`src/design/pal_pkg.sv`:
```
package pal_pkg;

   localparam int FUNC_W   = 3;
   localparam int STATUS_W = 2;
   localparam int POS_W    = 7;
   localparam int KEY_W    = 64;
   localparam int PAY_W    = 32;
   localparam int REQ_W    = 112;
   localparam int RSP_W    = 120;

   localparam logic [FUNC_W-1:0] FUNC_INSERT    = 3'd0;
   localparam logic [FUNC_W-1:0] FUNC_DELETE    = 3'd1;
   localparam logic [FUNC_W-1:0] FUNC_OVERWRITE = 3'd2;
   localparam logic [FUNC_W-1:0] FUNC_READ      = 3'd3;
   localparam logic [FUNC_W-1:0] FUNC_FIND      = 3'd4;

   localparam logic [STATUS_W-1:0] STS_OK    = 2'd0;
   localparam logic [STATUS_W-1:0] STS_FULL  = 2'd1;
   localparam logic [STATUS_W-1:0] STS_RANGE = 2'd2;
   localparam logic [STATUS_W-1:0] STS_MISS  = 2'd3;

   typedef struct packed {
      logic shift_up;
      logic shift_down;
      logic write_new;
   } pal_ctrl_type;

endpackage

```
`src/design/pal_cell.sv`:
```
module pal_cell #(
   parameter int AW    = 7,
   parameter int KW    = 64,
   parameter int PW    = 32,
   parameter int INDEX = 0
) (
   input  logic                  clock,
   input  pal_pkg::pal_ctrl_type ctrl,
   input  logic [AW-1:0]         at,
   input  logic [AW-1:0]         count,
   input  logic [KW-1:0]         new_key,
   input  logic [PW-1:0]         new_pay,
   input  logic [KW-1:0]         prev_key,
   input  logic [PW-1:0]         prev_pay,
   input  logic [KW-1:0]         next_key,
   input  logic [PW-1:0]         next_pay,
   output logic [KW-1:0]         key,
   output logic [PW-1:0]         pay,
   output logic                  match,
   output logic [KW-1:0]         rd_key,
   output logic [PW-1:0]         rd_pay
);
   import pal_pkg::*;

   localparam logic [AW-1:0] IDX = AW'(INDEX);

   logic [KW-1:0] key_ff, key_in, rd_key_ff, rd_key_in;
   logic [PW-1:0] pay_ff, pay_in, rd_pay_ff, rd_pay_in;
   logic          match_ff, match_in;

   always_comb begin
      key_in = key_ff;
      pay_in = pay_ff;
      if (ctrl.shift_up) begin
         if (IDX == at) begin
            key_in = new_key;
            pay_in = new_pay;
         end else if (IDX > at) begin
            key_in = prev_key;
            pay_in = prev_pay;
         end
      end
      if (ctrl.shift_down && IDX >= at) begin
         key_in = next_key;
         pay_in = next_pay;
      end
      if (ctrl.write_new && IDX == at) begin
         key_in = new_key;
         pay_in = new_pay;
      end
      match_in  = (IDX < count) && (key_ff == new_key);
      rd_key_in = (IDX == at) ? key_ff : '0;
      rd_pay_in = (IDX == at) ? pay_ff : '0;
   end

   always_ff @(posedge clock) begin
      key_ff    <= key_in;
      pay_ff    <= pay_in;
      match_ff  <= match_in;
      rd_key_ff <= rd_key_in;
      rd_pay_ff <= rd_pay_in;
   end

   assign key    = key_ff;
   assign pay    = pay_ff;
   assign match  = match_ff;
   assign rd_key = rd_key_ff;
   assign rd_pay = rd_pay_ff;

endmodule

```
`config.mk`:
```
export PLATFORM = sky130hd
export DESIGN_NAME = pal_cell
export DESIGN_NICKNAME = d
export VERILOG_FILES = /design/src/design/pal_pkg.sv /design/src/design/pal_cell.sv
export SDC_FILE = /design/constraint.sdc
export NUM_CORES = 1
export LEC_CHECK = 0
export BUFFER_PORTS_ARGS = -buffer_cell sky130_fd_sc_hd__buf_2
export CAP_MARGIN = 20
export CELL_PAD_IN_SITES_DETAIL_PLACEMENT = 1
export CELL_PAD_IN_SITES_GLOBAL_PLACEMENT = 1
export CORE_AREA = 2 2 194 196
export DETAILED_ROUTE_END_ITERATION = 8
export DIE_AREA = 0 0 196 198
export PLACE_DENSITY_LB_ADDON = 0.1
export SYNTH_ARGS = -nofsm -noshare
export SYNTH_HDL_FRONTEND = slang
export SYNTH_SLANG_ARGS = --single-unit
```
`constraint.sdc`:
```
create_clock -name clock -period 7 [get_ports clock]
set_input_delay 1.4 -clock clock [delete_from_list [all_inputs] [get_ports clock]]
set_output_delay 1.4 -clock clock [all_outputs]
set_load 0.05 [all_outputs]
```
[Word-level counts from Yosys, hierarchy flattened]
Cells that the tools add are included.
Cells by class
  eq/ne operators: 1
  reduce and logical (&&, ||, !) cells: 7
  magnitude comparators: 3
  muxes and demuxes: 10
Operator list (number)
  two-way mux 64 bit: 5
  two-way mux 32 bit: 5
  equality test 64 bit: 1
  >= comparator 1 x 7 -> 1 bit (first input constant): 1
  greater-than comparator 1 x 7 -> 1 bit (first input constant): 1
  logical NOT 7 bit: 1
  less-than comparator 1 x 7 -> 1 bit (first input constant): 1
  nonzero test 4 bit: 1
  logical AND 1 bit: 3
  nonzero test 3 bit: 1
  AND reduction 2 bit: 1
Storage, ports and cells
  logic and storage cells: 26
  output and inout bits: 193
  input bits: 306
  flip-flop bits (word level): 193

[Longest topological paths before layout]
  depth in word-level cells: 6
  depth in mapped cells: 7
  depth with buffers taken out: 5

[Worst setup path after synthesis]
No wires, ideal clock.
  kind: input-to-reg
  start: input at[3]
  end: register key_ff[0] (netlist: key[0]), enable pin
  stages on the path: 5
  library setup time: 0.554 ns
  setup slack: 0.215 ns
  arrival time: 6.231 ns
  buffers on the path: 2
  required time: 6.446 ns
  cell sequence: nor4_4 -> nand2_2 -> buf_6 -> buf_2 -> nor2_1
Between the ends
  word-level cells in the longest chain between the ends: 4
  elaborated cells on any way between the ends: 8
  those cells by class: 2 x order compare; 6 x reduce/logical
Ends and longest elaborated chain
  from (decl): RTL line pal_cell.sv:9  | input logic [AW-1:0] at,
  >= comparator 1 x 7 -> 1 bit or logical NOT 7 bit (tied branches): RTL line pal_cell.sv:43, pal_cell.sv:35, pal_cell.sv:47
  logical AND 1 bit (on tied branches): RTL line pal_cell.sv:43, pal_cell.sv:47
  nonzero test 4 bit (no line) or nonzero test 3 bit (tied branches)
  AND reduction 2 bit (no line) *
  to (signal assigned): RTL line pal_cell.sv:57  | key_ff <= key_in;
  to (decl): RTL line pal_cell.sv:27  | logic [KW-1:0] key_ff, key_in, rd_key_ff, rd_key_in;
Every way passes the cells marked *; elsewhere a longest branch is shown, timed or not.
A chain may end at the register's enable or synchronous reset.

[Worst setup path in the final report]
  start: input at[5]
  end: register key_ff[35] (netlist: key[35]), enable pin
The elaborated chain is that of the path after synthesis.

==> impl_summary.log <==
INFO  metric dp.final_hpwl = 28300 µm
INFO  metric cts_made_buffers = 17
INFO  metric pwr-share-clk = 0.420
INFO  metric grt_pass1_vias = 7735
INFO  metric timing.setup.critical_path_class = in -> reg
INFO  metric worstPathArrival = 4.07 ns
INFO  metric power.ir.vdd_worst = 0.169 mV
INFO  metric grt_busiest_layer = met2
INFO  metric post_cts_hold_buffer_count = 0
INFO  metric mostFrequentLayoutCells = 498 x buf_2, 97 x dfxtp_1
INFO  metric route.vias.total = 7286
INFO  metric post_synthesis_instance_total = 723
INFO  metric synth_nets = 1029
INFO  metric postSynthRegisterBits = 193
INFO  metric placement_rows = 71
INFO  metric grt_use_met3 = 0.0669
INFO  metric clock_insertion_delay_worst_skew = 0.45 ns
INFO  metric crit_fanout = 117
INFO  metric avgSynthCellArea = 11.5 µm²
INFO  metric ant_nets = 0
INFO  metric worst_setup_hold_path_clk_slew = 0.08 ns
INFO  metric hp-class = reg -> reg
INFO  metric netSwitchingPower = 617 µW
INFO  metric timing_worst_slew_pin_value = 1.03 ns
INFO  metric clock_sinks = 193
INFO  metric grt_start_max_net_pins = 118
INFO  metric grt_pass1_wl = 51900 µm
INFO  metric final_period_minus_worst_setup_slack = 4.00 ns
INFO  metric setup_tns = 0 ns
INFO  metric unrepaired_setup_endpoints_after_global_routing = false
INFO  metric core_area = 37000 µm²
INFO  metric io_pins = 499
INFO  metric grt.overflow.total = 0
INFO  metric wl = 36400 µm
INFO  metric end_kind = register
INFO  metric synth_seq_area_share = 0.582
INFO  metric initial_utilization = 0.224
INFO  metric timing.max_cap.violations = 0
INFO  metric finalNetCount = 1501
INFO  metric die_h = 198 µm
INFO  metric die_x = 196 µm
INFO  metric p_int = 1.87 mW
INFO  metric r2r.worst_path.cells = 5
INFO  metric route.detailed.wl_per_inst = 21.6 µm
INFO  metric max_frequency = 250 MHz
INFO  metric routabilityCongestion = 0.793
INFO  metric grt_util_met2 = 0.325
INFO  metric grt_antenna_before_repair = 7
INFO  metric vias_per_cell = 4.33
INFO  metric status = complete, no violations
INFO  metric placement.io_buffers = 498
INFO  metric timing.hold.worst_path_depth = 1
INFO  metric p_seq_frac = 0.480
INFO  metric worst_setup_path_start_kind = input pin
INFO  metric total_track_usage = 0.186
INFO  metric most_common_cell_after_layout_fill_and_taps_aside = buf_2
INFO  metric netlist_area = 8290 µm²
INFO  metric timing_hold_violations_final = 0
INFO  metric yosys.cell_types.count = 24
INFO  metric dieArea = 38800 µm²
INFO  metric post-route-util = 0.319
INFO  metric post-cts-setup-buffer-count = 0
INFO  metric post_route_drc_violation_count = 0
INFO  metric clock_tree.root_cell = clkbuf_16
INFO  metric cts_tree = yes
INFO  metric ys.warnings.count = 0
INFO  metric detail_route.first_pass.iterations = 4
INFO  metric fin_crit_sh = 0.571
INFO  metric static-leakage-power = 5.78 nW
INFO  metric met1_usage = 0.210
INFO  metric drive_gt1_frac = 0.449
INFO  metric htree_num_levels = 4
INFO  metric swShare = 0.248
INFO  metric combinationalPowerShare = 0.101
INFO  metric ctsLongestPathBuffers = 2
INFO  metric detail_route.iter0.violations = 240
INFO  metric post_cts.resized_instances = 0
INFO  metric power_density = 211 nW/µm²
INFO  metric worst_ep_required_time = 7.07 ns
INFO  metric maxSlewViolCount = 0
INFO  metric synthToLayoutAreaGrowth = 42.1%
INFO  metric report.final.setup_viol = 0
INFO  metric slew_headroom = 0.311
INFO  metric finalClockSkew = 0.0135 ns
==> state kept, by name, indices dropped and copies added (netlist names) <==
register	count
pay	32
key	64
rd_pay	32
match	1
rd_key	64
==> logic make-up (layout without fill, tap and decap cells) <==
family	Yosys count	in the layout	share of synthesized area
simple gates	221	221	0.140
buf+inv	52	537	0.0356
other cells	0	2	0
flops	193	193	0.582
mux	96	96	0.116
compound gates	97	97	0.0590
xor+xnor	64	64	0.0676
==> critical path, cell delays in order <==
cell     delay [ns]
buf_2          0.11
nor3_4         0.15
buf_4          0.80
nand2_8        0.55
nor2_4         0.27
buf_4          0.61
==> power by group through the flow <==
| stage | registers, mW | logic [mW] | clock network [mW] |
|---|---|---|---|
| after global placement | 1.22 | 0.255 | 0 |
| final | 1.19 | 0.251 | 1.04 |
| after global routing | 1.19 | 0.279 | 1.12 |
| after CTS | 1.19 | 0.258 | 1.08 |
| after floorplan | 1.23 | 0.0974 | 0 |
| after detailed placement | 1.22 | 0.258 | 0 |
==> cells in the mapped netlist, drive strengths merged <==
master	instances	area (µm²)
nand4	9	56.3
clkbuf	25	98.9
o21ai	96	480
xnor2	28	245
buf	27	196
nor2b	1	6.26
mux2i	96	961
and3	96	601
a2111oi	1	8.76
nor4	12	90.1
xor2	36	315
edfxtp	96	2880
nor2	1	3.75
dfxtp	97	1940
nor3	4	31.3
nand2	97	367
nand3	1	5.00
==> area by class of cell <==
class | instances | area (µm²)
multi-input cells | 478 | 3200
flip-flops and latches | 193 | 4820
clock inverters | 13 | 148
well taps | 474 | 593
diodes | 2 | 5.00
clock buffers | 19 | 464
fillers | 4317 | 25200
repair buffers | 505 | 2540
==> final timing paths <==
path | from | end | slack, ns
max | at[5] | key[35] | 3.00
min | pay[31] | rd_pay[31] | 0.49
max reg2reg | key[58] | match | 4.90
min reg2reg | pay[31] | rd_pay[31] | 0.49
==> per-layer routing <==
layer	share of wire	vias up
met4	0.022	10
met5	0.0019	-
met1	0.40	3398
met2	0.49	313
met3	0.084	40
li1	-	3525
==> metrics by stage <==
step / setup WS (ns) / hold WS [ns] / area [µm²] / std cells / total power, mW
5_1_grt: 2.72 / 0.514 / 11800 / 1683 / 2.59
4_1_cts: 2.97 / 0.497 / 11800 / 1682 / 2.53
6_report: 3.00 / 0.495 / 11800 / 1684 / 2.49
3_5_place_dp: 2.50 / 0.478 / 11200 / 1650 / 1.48
3_3_place_gp: 2.51 / 0.468 / 11200 / 1650 / 1.47
2_1_floorplan: 0.215 / 0.863 / 8290 / 723 / 1.33
Note: power is estimated with default switching activity, not from simulation.
